==> src/design/nfd_pkg.sv <==
// shared types, constants and helpers for the nec ir frame decoder
package nfd_pkg;

  // frame and tick sizing
  localparam int FRAME_BITS = 32;
  localparam int TICK_WIDTH = 16;
  localparam int TICKS_W    = 16;
  localparam int COUNT_W    = 8;
  localparam int BIT_IDX_W  = (FRAME_BITS > 1) ? $clog2(FRAME_BITS) : 1;
  localparam int FRAME_EXT_W = 64;

  // mask applied to incoming tick values
  localparam logic [TICKS_W-1:0] TICK_MASK =
    (TICK_WIDTH >= TICKS_W) ? {TICKS_W{1'b1}} : TICKS_W'((64'd1 << TICK_WIDTH) - 64'd1);

  localparam logic [COUNT_W-1:0] COUNT_MAX = {COUNT_W{1'b1}};

  // configuration port sizing
  localparam int CFG_IDX_W  = 4;
  localparam int CFG_DATA_W = 16;

  // register reset values
  localparam logic [15:0] LEADER_LOW_MIN_RST  = 16'd8500;
  localparam logic [15:0] LEADER_LOW_MAX_RST  = 16'd9500;
  localparam logic [15:0] LEADER_HIGH_MIN_RST = 16'd4000;
  localparam logic [15:0] LEADER_HIGH_MAX_RST = 16'd5000;
  localparam logic [15:0] ONE_BIT_MIN_RST     = 16'd1380;
  localparam logic [15:0] ONE_BIT_MAX_RST     = 16'd1980;
  localparam logic [7:0]  EXPECTED_RST        = 8'd67;
  localparam logic [7:0]  NOISE_LIMIT_RST     = 8'd10;

  typedef enum logic [CFG_IDX_W-1:0] {
    CFG_LEADER_LOW_MIN  = 4'd0,
    CFG_LEADER_LOW_MAX  = 4'd1,
    CFG_LEADER_HIGH_MIN = 4'd2,
    CFG_LEADER_HIGH_MAX = 4'd3,
    CFG_ONE_BIT_MIN     = 4'd4,
    CFG_ONE_BIT_MAX     = 4'd5,
    CFG_EXPECTED        = 4'd6,
    CFG_NOISE_LIMIT     = 4'd7
  } cfg_idx_e;

  typedef enum logic {
    OP_EDGE    = 1'b0,
    OP_TIMEOUT = 1'b1
  } op_e;

  typedef enum logic [1:0] {
    ST_OK         = 2'd0,
    ST_BAD_LEADER = 2'd1,
    ST_BAD_COUNT  = 2'd2
  } status_e;

  typedef struct packed {
    logic [15:0] leader_low_min;
    logic [15:0] leader_low_max;
    logic [15:0] leader_high_min;
    logic [15:0] leader_high_max;
    logic [15:0] one_bit_min;
    logic [15:0] one_bit_max;
    logic [7:0]  expected_intervals;
    logic [7:0]  noise_limit;
  } cfg_t;

  typedef struct packed {
    logic               opcode;
    logic [TICKS_W-1:0] elapsed_ticks;
  } in_item_t;

  typedef struct packed {
    logic [1:0] status;
    logic [7:0] address_byte;
    logic [7:0] address_inverse;
    logic [7:0] command_byte;
    logic [7:0] command_inverse;
  } out_item_t;

  // exclusive window check
  function automatic logic in_window(logic [TICKS_W-1:0] v, logic [15:0] lo,
                                     logic [15:0] hi);
    return (v > lo) && (v < hi);
  endfunction

endpackage

==> src/design/nfd_cfg_regs.sv <==
// configuration register file with index decode
module nfd_cfg_regs (
  input  logic                           clk_i,
  input  logic                           rst_ni,
  input  logic                           cfg_valid_i,
  output logic                           cfg_ready_o,
  input  logic [nfd_pkg::CFG_IDX_W-1:0]  cfg_index_i,
  input  logic [nfd_pkg::CFG_DATA_W-1:0] cfg_data_i,
  output nfd_pkg::cfg_t                  cfg_o
);
  import nfd_pkg::*;

  cfg_t cfg_q;

  // writes are always taken
  assign cfg_ready_o = 1'b1;
  assign cfg_o       = cfg_q;

  // register writes, unknown indexes are dropped
  always_ff @(posedge clk_i or negedge rst_ni) begin
    if (!rst_ni) begin
      cfg_q.leader_low_min     <= LEADER_LOW_MIN_RST;
      cfg_q.leader_low_max     <= LEADER_LOW_MAX_RST;
      cfg_q.leader_high_min    <= LEADER_HIGH_MIN_RST;
      cfg_q.leader_high_max    <= LEADER_HIGH_MAX_RST;
      cfg_q.one_bit_min        <= ONE_BIT_MIN_RST;
      cfg_q.one_bit_max        <= ONE_BIT_MAX_RST;
      cfg_q.expected_intervals <= EXPECTED_RST;
      cfg_q.noise_limit        <= NOISE_LIMIT_RST;
    end else if (cfg_valid_i) begin
      unique case (cfg_idx_e'(cfg_index_i))
        CFG_LEADER_LOW_MIN:  cfg_q.leader_low_min     <= cfg_data_i[15:0];
        CFG_LEADER_LOW_MAX:  cfg_q.leader_low_max     <= cfg_data_i[15:0];
        CFG_LEADER_HIGH_MIN: cfg_q.leader_high_min    <= cfg_data_i[15:0];
        CFG_LEADER_HIGH_MAX: cfg_q.leader_high_max    <= cfg_data_i[15:0];
        CFG_ONE_BIT_MIN:     cfg_q.one_bit_min        <= cfg_data_i[15:0];
        CFG_ONE_BIT_MAX:     cfg_q.one_bit_max        <= cfg_data_i[15:0];
        CFG_EXPECTED:        cfg_q.expected_intervals <= cfg_data_i[7:0];
        CFG_NOISE_LIMIT:     cfg_q.noise_limit        <= cfg_data_i[7:0];
        default: ;
      endcase
    end
  end

endmodule

==> src/design/nfd_frame_engine.sv <==
// frame state, interval decode and result register
module nfd_frame_engine (
  input  logic                clk_i,
  input  logic                rst_ni,
  input  nfd_pkg::cfg_t       cfg_i,
  input  logic                step_i,
  input  nfd_pkg::in_item_t   item_i,
  output logic                ready_o,
  output logic                out_valid_o,
  input  logic                out_stall_i,
  output nfd_pkg::out_item_t  out_data_o
);
  import nfd_pkg::*;

  logic                  active_q, active_d;
  logic [COUNT_W-1:0]    count_q, count_d;
  logic                  lead_q, lead_d;
  logic [FRAME_BITS-1:0] shift_q, shift_d;
  logic [FRAME_BITS-1:0] last_q, last_d;
  logic                  out_valid_q, out_valid_d;
  out_item_t             out_q, out_d;

  logic [TICKS_W-1:0]     ticks;
  logic [COUNT_W-1:0]     bit_off;
  logic [COUNT_W-2:0]     bit_j;
  logic                   emit;
  status_e                status;
  logic [FRAME_EXT_W-1:0] frame_ext;

  // result register frees up when empty or being drained
  assign ready_o     = !out_valid_q || !out_stall_i;
  assign out_valid_o = out_valid_q;
  assign out_data_o  = out_q;

  assign ticks   = item_i.elapsed_ticks & TICK_MASK;
  assign bit_off = count_q - COUNT_W'(3);
  assign bit_j   = bit_off[COUNT_W-1:1];

  // frame status at timeout, leader check first
  always_comb begin
    priority if (!(lead_q && (count_q >= COUNT_W'(2)))) begin
      status = ST_BAD_LEADER;
    end else if (count_q != cfg_i.expected_intervals) begin
      status = ST_BAD_COUNT;
    end else begin
      status = ST_OK;
    end
  end

  // next state for one step
  always_comb begin
    active_d    = active_q;
    count_d     = count_q;
    lead_d      = lead_q;
    shift_d     = shift_q;
    last_d      = last_q;
    emit        = 1'b0;
    out_valid_d = out_valid_q && out_stall_i;
    if (step_i) begin
      if (item_i.opcode == OP_EDGE) begin
        if (!active_q) begin
          active_d = 1'b1;
          count_d  = '0;
          lead_d   = 1'b0;
          shift_d  = '0;
        end else if (count_q != COUNT_MAX) begin
          if (count_q == COUNT_W'(0)) begin
            lead_d = in_window(ticks, cfg_i.leader_low_min, cfg_i.leader_low_max);
          end else if (count_q == COUNT_W'(1)) begin
            lead_d = lead_q &&
                     in_window(ticks, cfg_i.leader_high_min, cfg_i.leader_high_max);
          end else if ((count_q >= COUNT_W'(3)) && count_q[0] &&
                       ({1'b0, bit_j} < COUNT_W'(FRAME_BITS)) &&
                       in_window(ticks, cfg_i.one_bit_min, cfg_i.one_bit_max)) begin
            shift_d[bit_j[BIT_IDX_W-1:0]] = 1'b1;
          end
          count_d = count_q + COUNT_W'(1);
        end
      end else if (active_q) begin
        active_d = 1'b0;
        count_d  = '0;
        lead_d   = 1'b0;
        shift_d  = '0;
        if (count_q > cfg_i.noise_limit) begin
          emit = 1'b1;
          if (status == ST_OK) begin
            last_d = shift_q;
          end
        end
      end
    end
    if (emit) begin
      out_valid_d = 1'b1;
    end
  end

  // result payload from the last good frame
  assign frame_ext = FRAME_EXT_W'(last_d);
  always_comb begin
    out_d                 = out_q;
    if (emit) begin
      out_d.status          = status;
      out_d.address_byte    = frame_ext[7:0];
      out_d.address_inverse = frame_ext[15:8];
      out_d.command_byte    = frame_ext[23:16];
      out_d.command_inverse = frame_ext[31:24];
    end
  end

  // control state
  always_ff @(posedge clk_i or negedge rst_ni) begin
    if (!rst_ni) begin
      active_q    <= 1'b0;
      count_q     <= '0;
      lead_q      <= 1'b0;
      shift_q     <= '0;
      last_q      <= '0;
      out_valid_q <= 1'b0;
    end else begin
      active_q    <= active_d;
      count_q     <= count_d;
      lead_q      <= lead_d;
      shift_q     <= shift_d;
      last_q      <= last_d;
      out_valid_q <= out_valid_d;
    end
  end

  // result payload register
  always_ff @(posedge clk_i) begin
    out_q <= out_d;
  end

endmodule

==> src/design/nec_ir_frame_decoder_core.sv <==
// nec ir frame decoder top level: input register, config and frame engine
// a result passes the input register and then the result register after the timeout transfer is accepted
// throughput: one item per cycle while the result is not stalled, set by the single-pass frame engine step
// a stalled result holds the engine, and the input register then holds one item
// reset: asynchronous active low, clears frame state, last frame and both valid
// flags, and loads the default timing windows and counts
module nec_ir_frame_decoder_core (
  input  logic                           clk_i,
  input  logic                           rst_ni,
  input  logic                           in_valid_i,
  output logic                           in_stall_o,
  input  nfd_pkg::in_item_t              in_data_i,
  output logic                           out_valid_o,
  input  logic                           out_stall_i,
  output nfd_pkg::out_item_t             out_data_o,
  input  logic                           cfg_valid_i,
  output logic                           cfg_ready_o,
  input  logic [nfd_pkg::CFG_IDX_W-1:0]  cfg_index_i,
  input  logic [nfd_pkg::CFG_DATA_W-1:0] cfg_data_i
);
  import nfd_pkg::*;

  cfg_t     cfg;
  logic     in_valid_q;
  in_item_t in_q;
  logic     eng_ready;
  logic     step;
  logic     in_take;

  // input register handshake
  assign step       = in_valid_q && eng_ready;
  assign in_stall_o = in_valid_q && !eng_ready;
  assign in_take    = in_valid_i && !in_stall_o;

  always_ff @(posedge clk_i or negedge rst_ni) begin
    if (!rst_ni) begin
      in_valid_q <= 1'b0;
    end else if (in_take) begin
      in_valid_q <= 1'b1;
    end else if (step) begin
      in_valid_q <= 1'b0;
    end
  end

  // input payload register
  always_ff @(posedge clk_i) begin
    if (in_take) begin
      in_q <= in_data_i;
    end
  end

  // configuration registers
  nfd_cfg_regs u_cfg (
    .clk_i       (clk_i),
    .rst_ni      (rst_ni),
    .cfg_valid_i (cfg_valid_i),
    .cfg_ready_o (cfg_ready_o),
    .cfg_index_i (cfg_index_i),
    .cfg_data_i  (cfg_data_i),
    .cfg_o       (cfg)
  );

  // frame decode and result register
  nfd_frame_engine u_engine (
    .clk_i       (clk_i),
    .rst_ni      (rst_ni),
    .cfg_i       (cfg),
    .step_i      (step),
    .item_i      (in_q),
    .ready_o     (eng_ready),
    .out_valid_o (out_valid_o),
    .out_stall_i (out_stall_i),
    .out_data_o  (out_data_o)
  );

endmodule

==> config.mk <==
export PLATFORM = sky130hd
export DESIGN_NAME = nec_ir_frame_decoder_core
export DESIGN_NICKNAME = d
export VERILOG_FILES = /design/src/design/nfd_pkg.sv /design/src/design/nfd_cfg_regs.sv /design/src/design/nfd_frame_engine.sv /design/src/design/nec_ir_frame_decoder_core.sv
export SDC_FILE = /design/constraint.sdc
export NUM_CORES = 1
export LEC_CHECK = 0
export BUFFER_PORTS_ARGS = -buffer_cell sky130_fd_sc_hd__buf_4
export CORE_MARGIN = 2
export CORE_UTILIZATION = 35
export CTS_BUF_LIST = sky130_fd_sc_hd__clkbuf_16
export DETAILED_ROUTE_END_ITERATION = 7
export PLACE_DENSITY = 0.54
export SLEW_MARGIN = 20
export SYNTH_ARGS = -nofsm -noshare
export SYNTH_HDL_FRONTEND = slang
export SYNTH_SLANG_ARGS = --single-unit
==> constraint.sdc <==
create_clock -name clk_i -period 14.96 [get_ports clk_i]
set_input_delay 4.488 -clock clk_i [delete_from_list [all_inputs] [get_ports clk_i]]
set_output_delay 4.488 -clock clk_i [all_outputs]
set_load 0.02 [all_outputs]
==> results of run 1 <==
[layout by cell type, fill, tap and decap left out, types with 22 or more instances in the layout]
cell type	count
sky130_fd_sc_hd__dfrtp_1	148
sky130_fd_sc_hd__inv_1	114
sky130_fd_sc_hd__ha_1	105
sky130_fd_sc_hd__nand2_1	94
sky130_fd_sc_hd__o21ai_0	93
sky130_fd_sc_hd__buf_4	84
sky130_fd_sc_hd__mux2_2	77
sky130_fd_sc_hd__edfxtp_1	51
sky130_fd_sc_hd__dfstp_2	40
sky130_fd_sc_hd__a21oi_1	31
sky130_fd_sc_hd__mux2_4	30
sky130_fd_sc_hd__clkbuf_16	27
sky130_fd_sc_hd__nor2_1	22
[cell type report]
type,instances,area (µm²)
clock buffers,27,676
clock inverters,20,133
inverters,107,402
repair buffers,85,644
flip-flops and latches,239,6290
well taps,442,553
multi-input cells,606,4830
fillers,3229,19200
[logic make-up (layout without fill, tap and decap cells)]
group,count (synthesis),after routing,share of synthesized area
AO/OA/AOI/OAI,172,172,0.0867
XOR/XNOR,15,15,0.0113
adder cells (fa/ha/maj),105,105,0.113
buffers and inverters,136,239,0.0495
flip-flops,239,239,0.539
multiplexers,108,108,0.114
other,1,1,0.000321
AND/OR/NAND/NOR,205,205,0.0871
[worst min path at each step]
stage                              start                   end  cells past startpoint
floorplan            u_engine.shift_q[0]   u_engine.shift_q[0]                      2
global placement    u_engine.shift_q[26]  u_engine.shift_q[26]                      2
detailed placement  u_engine.shift_q[26]  u_engine.shift_q[26]                      2
CTS                 u_engine.shift_q[26]  u_engine.shift_q[26]                      2
global route        u_engine.shift_q[26]  u_engine.shift_q[26]                      2
finish              u_engine.shift_q[26]  u_engine.shift_q[26]                      2
[metrics by stage]
step | util | instances | instance area, µm² | power [mW]
final | 0.413 | 1526 | 13500 | 1.71
after global routing | 0.413 | 1526 | 13500 | 1.82
after CTS | 0.413 | 1526 | 13500 | 1.74
after detailed placement | 0.389 | 1479 | 12700 | 1.11
after global placement | 0.389 | 1479 | 12700 | 1.10
after floorplan | - | 981 | 11700 | 1.01
[critical path, delay by kind of cell]
kind	cells	cell delay [ns]
buffers and inverters	3	0.34
and+or+nand+nor	1	0.14
[per-layer routing]
metal	vias to the layer above	wire, µm	GRT usage
met2	115	12100	0.250
met5	-	0	0
li1	3606	-	-
met1	3578	12000	0.207
met3	35	930	0.0211
met4	0	460	0.0299
[power by group through the flow]
| stage | logic [mW] | registers [mW] | clock network, mW |
|---|---|---|---|
| after floorplan | 0.216 | 0.799 | 0 |
| after global placement | 0.293 | 0.810 | 0 |
| after CTS | 0.302 | 0.801 | 0.634 |
| after global routing | 0.346 | 0.810 | 0.664 |
| after detailed placement | 0.299 | 0.813 | 0 |
| final | 0.296 | 0.801 | 0.615 |
[sequential cells by signal, summed over array words and instances (netlist names)]
signal / count
u_engine.last_q: 32
u_engine.lead_q: 1
u_engine.count_q: 8
u_engine.out_data_o: 34
u_engine.shift_q: 32
in_q: 17
in_valid_q: 1
u_engine.out_valid_o: 1
u_cfg.cfg_o: 112
u_engine.active_q: 1
==> results.md, run 1 <==
Status:
- The run finished with clean final reports.

Job:
- Max-cap violations in this run came to 0.

CTS:
- TritonCTS built the clock tree.
- The clock drives 239 sinks.
- After clock tree synthesis, the setup repair step added 0 buffers.
- The clock latency reported for the late side of the worst-skew pair is 0.54 ns.
- Counting along the longest clock path gives a buffer depth of 3.
- CTS placed an instance of sky130_fd_sc_hd__clkbuf_16 at the clock tree root.
- After clock tree synthesis, the repair step resized 0 gates.
- The hold-fix buffer count after cts is 0.
- The clock slew seen by the registers of the worst setup and hold paths is 0.06 ns.
- The number of buffers created by CTS is 27.
- The depth of the CTS H-tree is 1.

Global route:
- The number of antenna violations at the first check in global routing is 0.
- The via count of the first global-routing pass is 7339.
- The total congestion overflow after global routing is 0.
- The first-pass GRT wire length is 41.7 mm.
- The maximum number of pins on one net before global-route repair is 95.
- Across every metal layer, demand over resource in global routing totals 0.149.

Synth:
- Of the post-synthesis cell area, the dominant cell type holds 0.317.
- The most common cell in the synthesized netlist is sky130_fd_sc_hd__dfrtp_1.
- Among all flip-flop cells after synthesis, the most frequent one is sky130_fd_sc_hd__dfrtp_1.
- Sorting the synthesized cells by area gives the leading types as sky130_fd_sc_hd__dfrtp_1 (32%), sky130_fd_sc_hd__edfxtp_1 (13%), sky130_fd_sc_hd__ha_1 (11%).
- Counting instances in the post-synthesis netlist gives the leading cell types as sky130_fd_sc_hd__dfrtp_1 (148), sky130_fd_sc_hd__inv_1 (107), sky130_fd_sc_hd__ha_1 (105).
- Of all cell types, the one taking the most synthesized area is sky130_fd_sc_hd__dfrtp_1.
- In this run, synthesis inferred 51 flip-flops with an integrated enable.
- The number of nets in the synthesized netlist is 1128.
- The number of distinct library cell variants in the gate-level netlist after synthesis is 52.
- For this run, asynchronously set or reset flops after synthesis account for 0.787.
- The part of the Yosys area used for sequential elements is 0.539.
- The synthesized netlist occupies a cell area of 11700 µm².
- The synthesis-stage register bit count is 239.
- The number of warnings issued by yosys is 0.
- The average cell area after synthesis is 11.9 µm².
- In the synthesized netlist, the number of instances is 981.

Place:
- Input and output buffers added on the ports amount to 77.
- The HPWL after detailed placement is 17.6 mm.
- Routability-driven placement finished with a final weighted congestion of 0.766.
- OpenSTA, run right after detailed placement, puts the worst setup slack at 5.46 ns.

Routing:
- After detailed routing, the average wire length per cell comes to 16.8 µm.
- The detailed-router iteration count before antenna repair is 4.
- The number of nets still failing antenna checks after routing is 0.
- For this run, design rule violations remaining after detail routing come to 0.
- The overall routed net length is 25.6 mm.
- The detailed router finished its first iteration with 342 violations.
- Detailed routing inserted a total of 7334 vias.
- The via density per instance is 4.81.

Hold path:
- The worst hold path class is reg -> reg.

STA:
- The count of final max-slew check failures is 0.
- The hold violation count in the final report is 0.
- The worst relative slew slack is 0.278.
- The total setup violations reported at the end of the flow is 0.
- Setup repair after global routing left no endpoint under its margin.
- Dividing the final minimum period by the clock period gives 0.632.
- On the final layout, the worst clock skew is 0.0181 ns.
- In the final timing run, aggregate negative setup slack is 0 ns.
- The transition time at the pin with the least slew margin is 1.08 ns.
- For the finished layout, the period the worst path requires is 9.46 ns.
- The post-route worst setup slack is 5.50 ns.
- Across all hold checks on the routed design, the worst slack comes to 0.480 ns.
- Based on the critical path, the design can be clocked at up to 106 MHz.

Power and ir drop:
- The power spent charging and discharging nets is 457 µW.
- The worst-case IR drop observed on VDD is 0.0828 mV.
- The total power density per cell area is 127 nW/µm².
- The clock share of power is 0.359.
- The share of total power dissipated in combinational logic is 0.173.
- The internal power contribution is 1.26 mW.
- Of the total power, registers draw 0.468.
- The standby leakage power is 6.22 nW.
- The switching fraction of total power is 0.267.

Worst setup path:
- The critical path's largest stage delay is 0.15 ns.
- Measured in cells, the most critical reg-to-reg path has a length of 8.
- The nature of the critical path endpoint is a primary output.
- Traced cell by cell, the critical path runs through buf_4, nand3_1, inv_1, buf_4.
- The largest fanout of any net on the critical path is 3.
- The required arrival time at the worst endpoint is 10.47 ns.
- The capture instance of the worst register-to-register path is u_engine.out_data_o[7].
- The critical path is of the in -> out type.
- STA classifies the critical path startpoint as an input port.
- The worst register-to-register path has a setup slack of 11.43 ns.
- Tracing the worst setup path back leads to its startpoint at out_stall_i.
- The most prevalent standard cell on the critical path is sky130_fd_sc_hd__buf_4.
- The most critical setup path has its endpoint at in_stall_o.
- The launch instance of the worst register-to-register path is u_engine.count_q[5].
- The slowest stage of the critical path belongs to the cell sky130_fd_sc_hd__buf_4.
- Data arrives at the worst endpoint at 4.97 ns.

Finish:
- The layout overhead on the synthesized area is 15.9%.
- The final net count is 1213.
- The repair_antennas step left the layout with diodes totalling 0.
- In the final layout, the share of cells above drive strength 1 is 0.250.

Die:
- From bottom edge to top edge, the die measures 187 µm.
- The total I/O pin count is 79.
- The floorplan has 66 rows.
- The die covers 34800 µm².
- For this configuration, the core starts out at a cell density of 0.357.
- The placeable core region is 32700 µm².
- The die is 187 µm wide.
(Power assumes the default switching activity.)
==> run 2, diff against run 1 <==
--- a/config.mk
+++ b/config.mk
@@ -5,12 +5,13 @@
 export SDC_FILE = /design/constraint.sdc
 export NUM_CORES = 1
 export LEC_CHECK = 0
+export ABC_AREA = 1
 export BUFFER_PORTS_ARGS = -buffer_cell sky130_fd_sc_hd__buf_4
 export CORE_MARGIN = 2
 export CORE_UTILIZATION = 35
 export CTS_BUF_LIST = sky130_fd_sc_hd__clkbuf_16
 export DETAILED_ROUTE_END_ITERATION = 7
-export PLACE_DENSITY = 0.54
+export PLACE_DENSITY = 0.56
 export SLEW_MARGIN = 20
 export SYNTH_ARGS = -nofsm -noshare
 export SYNTH_HDL_FRONTEND = slang
==> constraint.sdc (replaced) <==
create_clock -name clk_i -period 8.4 [get_ports clk_i]
set_input_delay 2.52 -clock clk_i [delete_from_list [all_inputs] [get_ports clk_i]]
set_output_delay 2.52 -clock clk_i [all_outputs]
set_load 0.02 [all_outputs]
==> run 2 against run 1 <==
  * Die area up 5.0%
  * Non-clock buffer count up 1
  * Synthesized area up 5.1%
  * Global-route usage up 1.6 points
  * Highest routed layer unchanged
==> results.md, run 2 <==
Worst setup path:
- The capture instance of the worst register-to-register path is u_engine.shift_q[25].
- The slowest stage of the critical path is the sky130_fd_sc_hd__buf_4 cell.
- Traced cell by cell, the critical path runs through buf_4, nand3_1, inv_1, buf_4.
- The number of buffers and inverters on the critical path is 3.
- The launch instance of the worst register-to-register path is u_engine.count_q[1].
- The required arrival time at the worst endpoint is 5.88 ns.
- The setup slack of the worst register-to-register path is 5.32 ns.
- The worst path arrival time is 2.93 ns.
- The nature of the critical path endpoint is a primary output.
- The largest fanout of any net on the critical path is 3.
- The family with the most delay on the worst path is buffers and inverters.
- The largest single stage delay on the critical path is 0.15 ns.
- By instance count, the cell type seen most on the critical path is sky130_fd_sc_hd__buf_4.
- For the worst flop-to-flop path, the logic depth is 12.
- The element type at the critical path start is an input port.
- The setup path with the least slack is of type in -> out.

Place:
- The HPWL after detailed placement is 19.5 mm.
- The number of buffers inserted by port buffering is 77.
- The cell area after placement is 13300 µm².
- At the end of routability-driven placement, the weighted congestion stood at 0.844.
- Before CTS, the worst setup slack after placement is 2.95 ns.

Synth:
- The synthesized cell area is 12300 µm².
- The number of different library cells used by synthesis comes to 40.
- The synthesized netlist net count is 1556.
- The fraction of post-synthesis cell area in the top cell type by area is 0.302.
- The commonest cells after synthesis are sky130_fd_sc_hd__nand2_1 (370), sky130_fd_sc_hd__inv_1 (196), sky130_fd_sc_hd__o21ai_0 (157).
- The most used flip-flop cell after synthesis is sky130_fd_sc_hd__dfrtp_1.
- The count of flip-flops with a built-in enable after synthesis is 51.
- Counting every instance in the synthesized netlist gives 1409.
- The most repeated cell in the gate-level netlist after synthesis is sky130_fd_sc_hd__nand2_1.
- Yosys attributes the largest share of cell area to sky130_fd_sc_hd__dfrtp_1 (30%), sky130_fd_sc_hd__edfxtp_1 (12%), sky130_fd_sc_hd__nand2_1 (11%).
- The synthesized design spends more area on one cell type than any other, namely sky130_fd_sc_hd__dfrtp_1.
- The synthesized design contains 239 register bits.
- The number of warnings issued by yosys is 0.
- The part of the Yosys area used for sequential elements is 0.513.
- The post-synthesis async set-or-reset flop share is 0.787.
- The average cell area after synthesis is 8.70 µm².

CTS:
- At the later pin of the worst-skew pair, clock insertion delay measures 0.57 ns.
- Clock-pin slew was measured on the worst setup and hold paths at 0.05 ns.
- The cell at the root of the clock tree is sky130_fd_sc_hd__clkbuf_16.
- Buffers inserted to repair hold after CTS numbered 0.
- Counting along the longest clock path gives a buffer depth of 3.
- The number of instances resized during post-cts repair is 0.
- TritonCTS built the clock tree.
- The number of buffers created by CTS is 28.
- CTS saw 239 sinks.
- CTS built an H-tree with a depth of 1.
- After clock tree synthesis, the setup repair step added 0 buffers.

Die:
- The number of core rows is 68.
- From left edge to right edge, the die measures 191 µm.
- For this configuration, the core starts out at a cell density of 0.355.
- The die covers 36500 µm².
- The total I/O pin count is 79.
- The vertical die dimension is 191 µm.
- The placeable core region is 34500 µm².

Global route:
- The number of antenna violations at the first check in global routing is 0.
- The first global-routing pass estimated 47.8 mm of wire.
- The via count of the first global-routing pass is 8945.
- Entering global routing, the biggest net connects 142 pins.
- For this run the aggregate overflow at the end of global routing stands at 0.
- The total track usage is 0.165.

Hold path:
- The worst hold path class is reg -> reg.
- The path with the worst hold slack has its endpoint at u_cfg.cfg_o[91].
- The depth of the worst hold-timing path is 2.
- In this run the most critical hold path is launched from u_cfg.cfg_o[91].

STA:
- The count of final max-slew check failures is 0.
- Timing would allow up to 184 MHz.
- For the finished layout, the period the worst path requires is 5.45 ns.
- Setup repair after global routing left no endpoint under its margin.
- The hold violation count in the final report is 0.
- The transition time at the pin with the least slew margin is 0.790 ns.
- In the post-route analysis, the smallest setup slack over all paths is 2.95 ns.
- For the final routed database, the setup TNS stands at 0 ns.
- The worst pin sits at a relative slew slack of 0.473.
- The total setup violations reported at the end of the flow is 0.
- Of the available clock period, the critical path in the final layout requires 0.649.
- The worst-case clock skew is 0.0310 ns.

Finish:
- The library cells used most frequently in the layout, excluding fill and tap cells, are sky130_fd_sc_hd__nand2_1 (369), sky130_fd_sc_hd__inv_1 (199), sky130_fd_sc_hd__o21ai_0 (157), sky130_fd_sc_hd__dfrtp_1 (148), sky130_fd_sc_hd__ha_1 (105).
- The most frequent standard cell in the layout excluding fill and tap cells is sky130_fd_sc_hd__nand2_1.
- The number of flip-flops in the largest register is 112.
- Once layout is done, the placed cells without fillers occupy 14200 µm².
- The number of antenna diodes in the final layout is 0.
- The fraction of layout cells with a size suffix above 1 is 0.127.
- Relative to the synthesized area, the layout overhead comes to 15.8%.
- For this run, the post-layout net count is 1626.

Power and ir drop:
- Total power for the finished layout comes to 3.29 mW.
- IR analysis of the VDD net gives a maximum drop of 0.139 mV.
- Summed over all cells, the static leakage comes to 6.88 nW.
- The total power density per cell area is 232 nW/µm².

Job:
- Across the run, the number of max-cap violations was 0.

Routing:
- The count of nets left with antenna violations once routing finished came out at 0.
- The first TritonRoute pass finished after 5 iterations.
- Using the TritonRoute via totals, the vias-per-cell ratio works out to 4.69.
- The mean routed wirelength per cell is 14.9 µm.
- For this block, the routed nets add up to 29.1 mm of wire.
- In the routed design, unresolved DRC markers number 0.
- The routed layout has 9173 vias.
- The number of violations reported at the end of detailed-routing iteration 0 is 582.

Status:
- The flow ran to the end, and the final reports show no timing, DRC or antenna violations.
run 2: cell types whose count changed after synthesis, sizes merged, moves of 9 or more:
| cell | delta |
|---|---|
| a21o | -13 |
| a21oi | +24 |
| and4 | -9 |
| buf | +16 |
| inv | +97 |
| mux2 | -107 |
| nand2 | +280 |
| nand2b | -11 |
| nand3 | +43 |
| nor2 | +70 |
| nor2b | -10 |
| o21ai | +99 |
| xnor2 | -9 |
run 2: power breakdown:
group | internal [mW] | switching, mW
clock network | 0.728 | 0.497
logic | 0.235 | 0.407
registers | 1.35 | 0.0786
total | 2.31 | 0.983
run 2: cells by family after synthesis:
logic type | count (synthesis) | synth area share
adders and majority gates | 105 | 0.107
buffers and inverters | 250 | 0.0818
xor gates and xnor gates | 8 | 0.00694
AOI/OAI and AO/OA | 263 | 0.111
DFF | 239 | 0.513
and+or+nand+nor | 543 | 0.180
other | 1 | 0.000306
run 2: worst max path at each step:
stage                start         end  slack [ns]  cells after the start
2_1_floorplan  out_stall_i  in_stall_o        3.11                      2
3_3_place_gp   out_stall_i  in_stall_o        2.94                      4
3_5_place_dp   out_stall_i  in_stall_o        2.95                      4
4_1_cts        out_stall_i  in_stall_o        2.95                      4
5_1_grt        out_stall_i  in_stall_o        2.92                      4
6_report       out_stall_i  in_stall_o        2.95                      4
run 2: final cells by class:
type                       instances  area (µm²)
sequential                       239        6290
tap                              455         569
timing repair buffer              86         662
inverter                         204         768
multi-input combinational        920        4980
fill                            3512       20400
clock inverter                    24         225
clock buffer                      28         701
run 2: per-layer routing:
layer,track usage,up-vias,wire length [µm]
met5,0,-,0
met4,0.0453,0,754
met3,0.0252,43,1180
met2,0.266,175,13200
met1,0.230,4268,14000
li1,-,4687,-
run 2: metrics by stage:
stage          utilization  std cells  hold WS [ns]
2_1_floorplan            -       1409         0.453
5_1_grt              0.411       1956         0.501
3_3_place_gp         0.384       1904         0.467
4_1_cts              0.411       1956         0.487
6_report             0.411       1956         0.481
3_5_place_dp         0.384       1904         0.473
run 2: worst min-delay path, stage by stage (launching register included):
cell	delay (ns)
sky130_fd_sc_hd__dfrtp_1	0.34
sky130_fd_sc_hd__nand2_1	0.05
sky130_fd_sc_hd__o21ai_0	0.06
==> run 3, diff against run 2 <==
--- a/config.mk
+++ b/config.mk
@@ -5,13 +5,13 @@
 export SDC_FILE = /design/constraint.sdc
 export NUM_CORES = 1
 export LEC_CHECK = 0
-export ABC_AREA = 1
+export ABC_AREA = 0
 export BUFFER_PORTS_ARGS = -buffer_cell sky130_fd_sc_hd__buf_4
 export CORE_MARGIN = 2
 export CORE_UTILIZATION = 35
 export CTS_BUF_LIST = sky130_fd_sc_hd__clkbuf_16
 export DETAILED_ROUTE_END_ITERATION = 7
-export PLACE_DENSITY = 0.56
+export PLACE_DENSITY = 0.54
 export SLEW_MARGIN = 20
 export SYNTH_ARGS = -nofsm -noshare
 export SYNTH_HDL_FRONTEND = slang
==> constraint.sdc (replaced) <==
create_clock -name clk_i -period 5.6 [get_ports clk_i]
set_input_delay 1.68 -clock clk_i [delete_from_list [all_inputs] [get_ports clk_i]]
set_output_delay 1.68 -clock clk_i [all_outputs]
set_load 0.02 [all_outputs]
==> run 3 against run 2 <==
  * Register-to-register slack worse by 3.1 ns
  * Die area is 4.7% lower
  * Sequential cell count stayed put
  * First-iteration DRC count is 45% lower
  * Global-route usage is 1.4 points lower
  * Via count is 20% lower
  * Sequential power is 50% higher
  * Clock power is 36% higher
  * Critical path type unchanged
  * Critical endpoint unchanged
  * Largest power group unchanged
==> results.md, run 3 (synthesized netlist as in run 1, its figures left out) <==
CTS:
- After clock tree synthesis, the flow added hold-fix buffers numbering 0.
- Clock-pin slew was measured on the worst setup and hold paths at 0.05 ns.
- The post-CTS setup repair buffer count is 0.
- The clock latency reported for the late side of the worst-skew pair is 0.53 ns.
- In this run the number of H-tree levels came out at 1.
- TritonCTS built the clock tree.
- The number of sinks on the clock net is 239.
- The number of instances resized during post-cts repair is 0.
- The number of buffers created by CTS is 28.
- The clock tree buffer depth is 3.
- The cell at the root of the clock tree is sky130_fd_sc_hd__clkbuf_16.

Worst setup path:
- For this run, the slowest stage of the critical path takes 0.16 ns.
- The buffers plus inverters on the worst setup path is 3.
- Walking the worst path, the cells encountered are buf_4, nand3_1, inv_1, buf_4.
- The critical-path cell with the highest stage delay is sky130_fd_sc_hd__nand3_1.
- The worst setup path is launched from an input port.
- At the worst endpoint, the required time is 3.92 ns.
- By instance count, the cell type seen most on the critical path is sky130_fd_sc_hd__buf_4.
- Along the worst path, the maximum fanout reaches 3.
- The worst setup path is captured at a primary output.
- In this design, the largest share of critical-path delay is due to buffers and inverters.
- The category of the critical setup timing path is in -> out.
- Data arrives at the worst endpoint at 2.19 ns.

STA:
- The post-route fraction of the period consumed by the critical path is 0.691.
- The transition time at the pin with the least slew margin is 1.01 ns.
- The final hold slack is 0.480 ns.
- The hold violation count in the final report is 0.
- For this run, the top clock speed supported by timing is 259 MHz.
- The final critical delay including setup and external delays is 3.87 ns.
- The count of final max-slew check failures is 0.
- The post-route worst setup slack is 1.73 ns.
- Clock skew on the completed layout was measured at 0.0100 ns.
- Setup violations remaining at the end of the flow were counted as 0.
- The worst pin sits at a relative slew slack of 0.327.
- Setup repair after global routing left no endpoint under its margin.
- After routing, the total negative slack on setup checks comes to 0 ns.

Status:
- The flow ran to the end, and the final reports show no timing, DRC or antenna violations.

Power and ir drop:
- The switching fraction of total power is 0.267.
- Cell internal power was estimated by the tool at 3.37 mW.
- The power share of the combinational group is 0.172.
- Summed over all nets, the switching power comes to 1.23 mW.
- The peak ir drop on the vdd network is 0.254 mV.
- The share of total power in sequential cells is 0.465.
- The total power density per cell area is 339 nW/µm².
- The clock share of power is 0.363.
- Summed over all cells, the static leakage comes to 6.25 nW.

Global route:
- The number of antenna violations at the first check in global routing is 0.
- The first global-routing pass estimated 42.0 mm of wire.
- The via count of the first global-routing pass is 7512.
- The total congestion overflow after global routing is 0.
- The maximum number of pins on one net before global-route repair is 91.
- The total track usage is 0.150.

Die:
- The die covers 34800 µm².
- The horizontal die dimension is 187 µm.
- The vertical die dimension is 187 µm.
- In this run the count of I/O pins placed on the die edge is 79.
- For this configuration, the core starts out at a cell density of 0.357.
- The number of core rows is 66.
- The placeable core region is 32700 µm².

Place:
- The number of buffers inserted by port buffering is 77.
- Timing analysis after detailed placement gives a worst setup slack of 1.24 ns.
- The HPWL after detailed placement is 17.8 mm.
- The placer congestion estimate is 0.779.

Finish:
- The library cell used most frequently in the layout, excluding fill and tap cells, is sky130_fd_sc_hd__dfrtp_1.
- The final net count is 1214.
- The fraction of layout cells with a size suffix above 1 is 0.252.
- The storage element area is 6290 µm².
- Compared with the post-synthesis result, the final layout area differs by 16.2%.
- After filler insertion, the fill cell instance count of the layout stands at 3193.
- The multi-input combinational cells in the finished layout cover a total of 4830 µm².
- 0 antenna diodes ended up in the layout.
- The register with the most flip-flops in the layout has 112 of them.
- In the layout the commonest cells are sky130_fd_sc_hd__dfrtp_1 (148), sky130_fd_sc_hd__inv_1 (118), sky130_fd_sc_hd__ha_1 (105), sky130_fd_sc_hd__nand2_1 (94), sky130_fd_sc_hd__o21ai_0 (93).

Hold path:
- The path class of the tightest hold or removal check is reg -> reg.

Routing:
- After detailed routing, the number of vias per cell comes to 4.77.
- The number of violations reported at the end of detailed-routing iteration 0 is 321.
- The detailed-router iteration count before antenna repair is 4.
- The overall routed net length is 25.7 mm.
- In this run the remaining antenna-violating nets after routing total 0.
- For this run, design rule violations remaining after detail routing come to 0.
- The routed via count is 7305.
- The mean routed wirelength per cell is 16.8 µm.

Job:
- The reported max-cap violation count is 0.
run 3: changes by cell type in the layout (fill, tap and decap cells not counted), sizes merged, moves of 7 or more:
cell    change
inv        -91
nand2b     +11
o21ai      -99
and4        +9
a21o       +13
a21oi      -24
mux2      +107
nor2b      +10
nand2     -280
xnor2       +9
nor2       -70
nand3      -43
nand4       +7
run 3: tightest hold or removal path: stages (launching register included):
cell	delay, ns
sky130_fd_sc_hd__dfrtp_1	0.34
sky130_fd_sc_hd__nand2_1	0.05
sky130_fd_sc_hd__o21ai_0	0.06
run 3: power groups by stage:
stage	Combinational [mW]	Sequential, mW	Clock (mW)
after floorplan	0.577	2.13	0
after global placement	0.782	2.17	0
after detailed placement	0.795	2.17	0
after CTS	0.806	2.14	1.72
after global routing	0.936	2.17	1.79
final	0.793	2.14	1.67
run 3: routing by layer:
| metal | track usage | vias up | wire length (µm) |
|---|---|---|---|
| li1 | - | 3594 | - |
| met1 | 0.209 | 3571 | 12400 |
| met2 | 0.249 | 108 | 11900 |
| met3 | 0.0207 | 32 | 848 |
| met4 | 0.0363 | 0 | 534 |
| met5 | 0 | - | 0 |
run 3: path summary, 6_finish.rpt:
kind                       cells after the start                start  slack (ns)                 endpoint
setup reg to reg                               7  u_engine.count_q[5]        2.24  u_engine.out_data_o[20]
min in group asynchronous                      1               rst_ni        1.21      u_engine.last_q[27]
hold reg to reg                                2  u_engine.shift_q[0]        0.48      u_engine.shift_q[0]
hold / removal                                 2  u_engine.shift_q[0]        0.48      u_engine.shift_q[0]
max in group asynchronous                      2               rst_ni        3.26          u_cfg.cfg_o[69]
setup / recovery                               4          out_stall_i        1.73               in_stall_o
run 3: stage by stage:
stage / cell area, µm² / power [mW] / instances / utilization
final: 13600 / 4.60 / 1530 / 0.415
after global routing: 13600 / 4.89 / 1530 / 0.415
after CTS: 13600 / 4.66 / 1530 / 0.415
after detailed placement: 12700 / 2.97 / 1479 / 0.389
after global placement: 12700 / 2.95 / 1479 / 0.389
after floorplan: 11700 / 2.71 / 981 / -
run 3: final cells by class:
| class | instances | share of cell area |
|---|---|---|
| Clock inverter | 22 | 0.00849 |
| Tap cell | 442 | 0.0408 |
| Timing Repair Buffer | 85 | 0.0475 |
| Multi-Input combinational cell | 606 | 0.357 |
| Sequential cell | 239 | 0.464 |
| Inverter | 107 | 0.0296 |
| Clock buffer | 29 | 0.0535 |
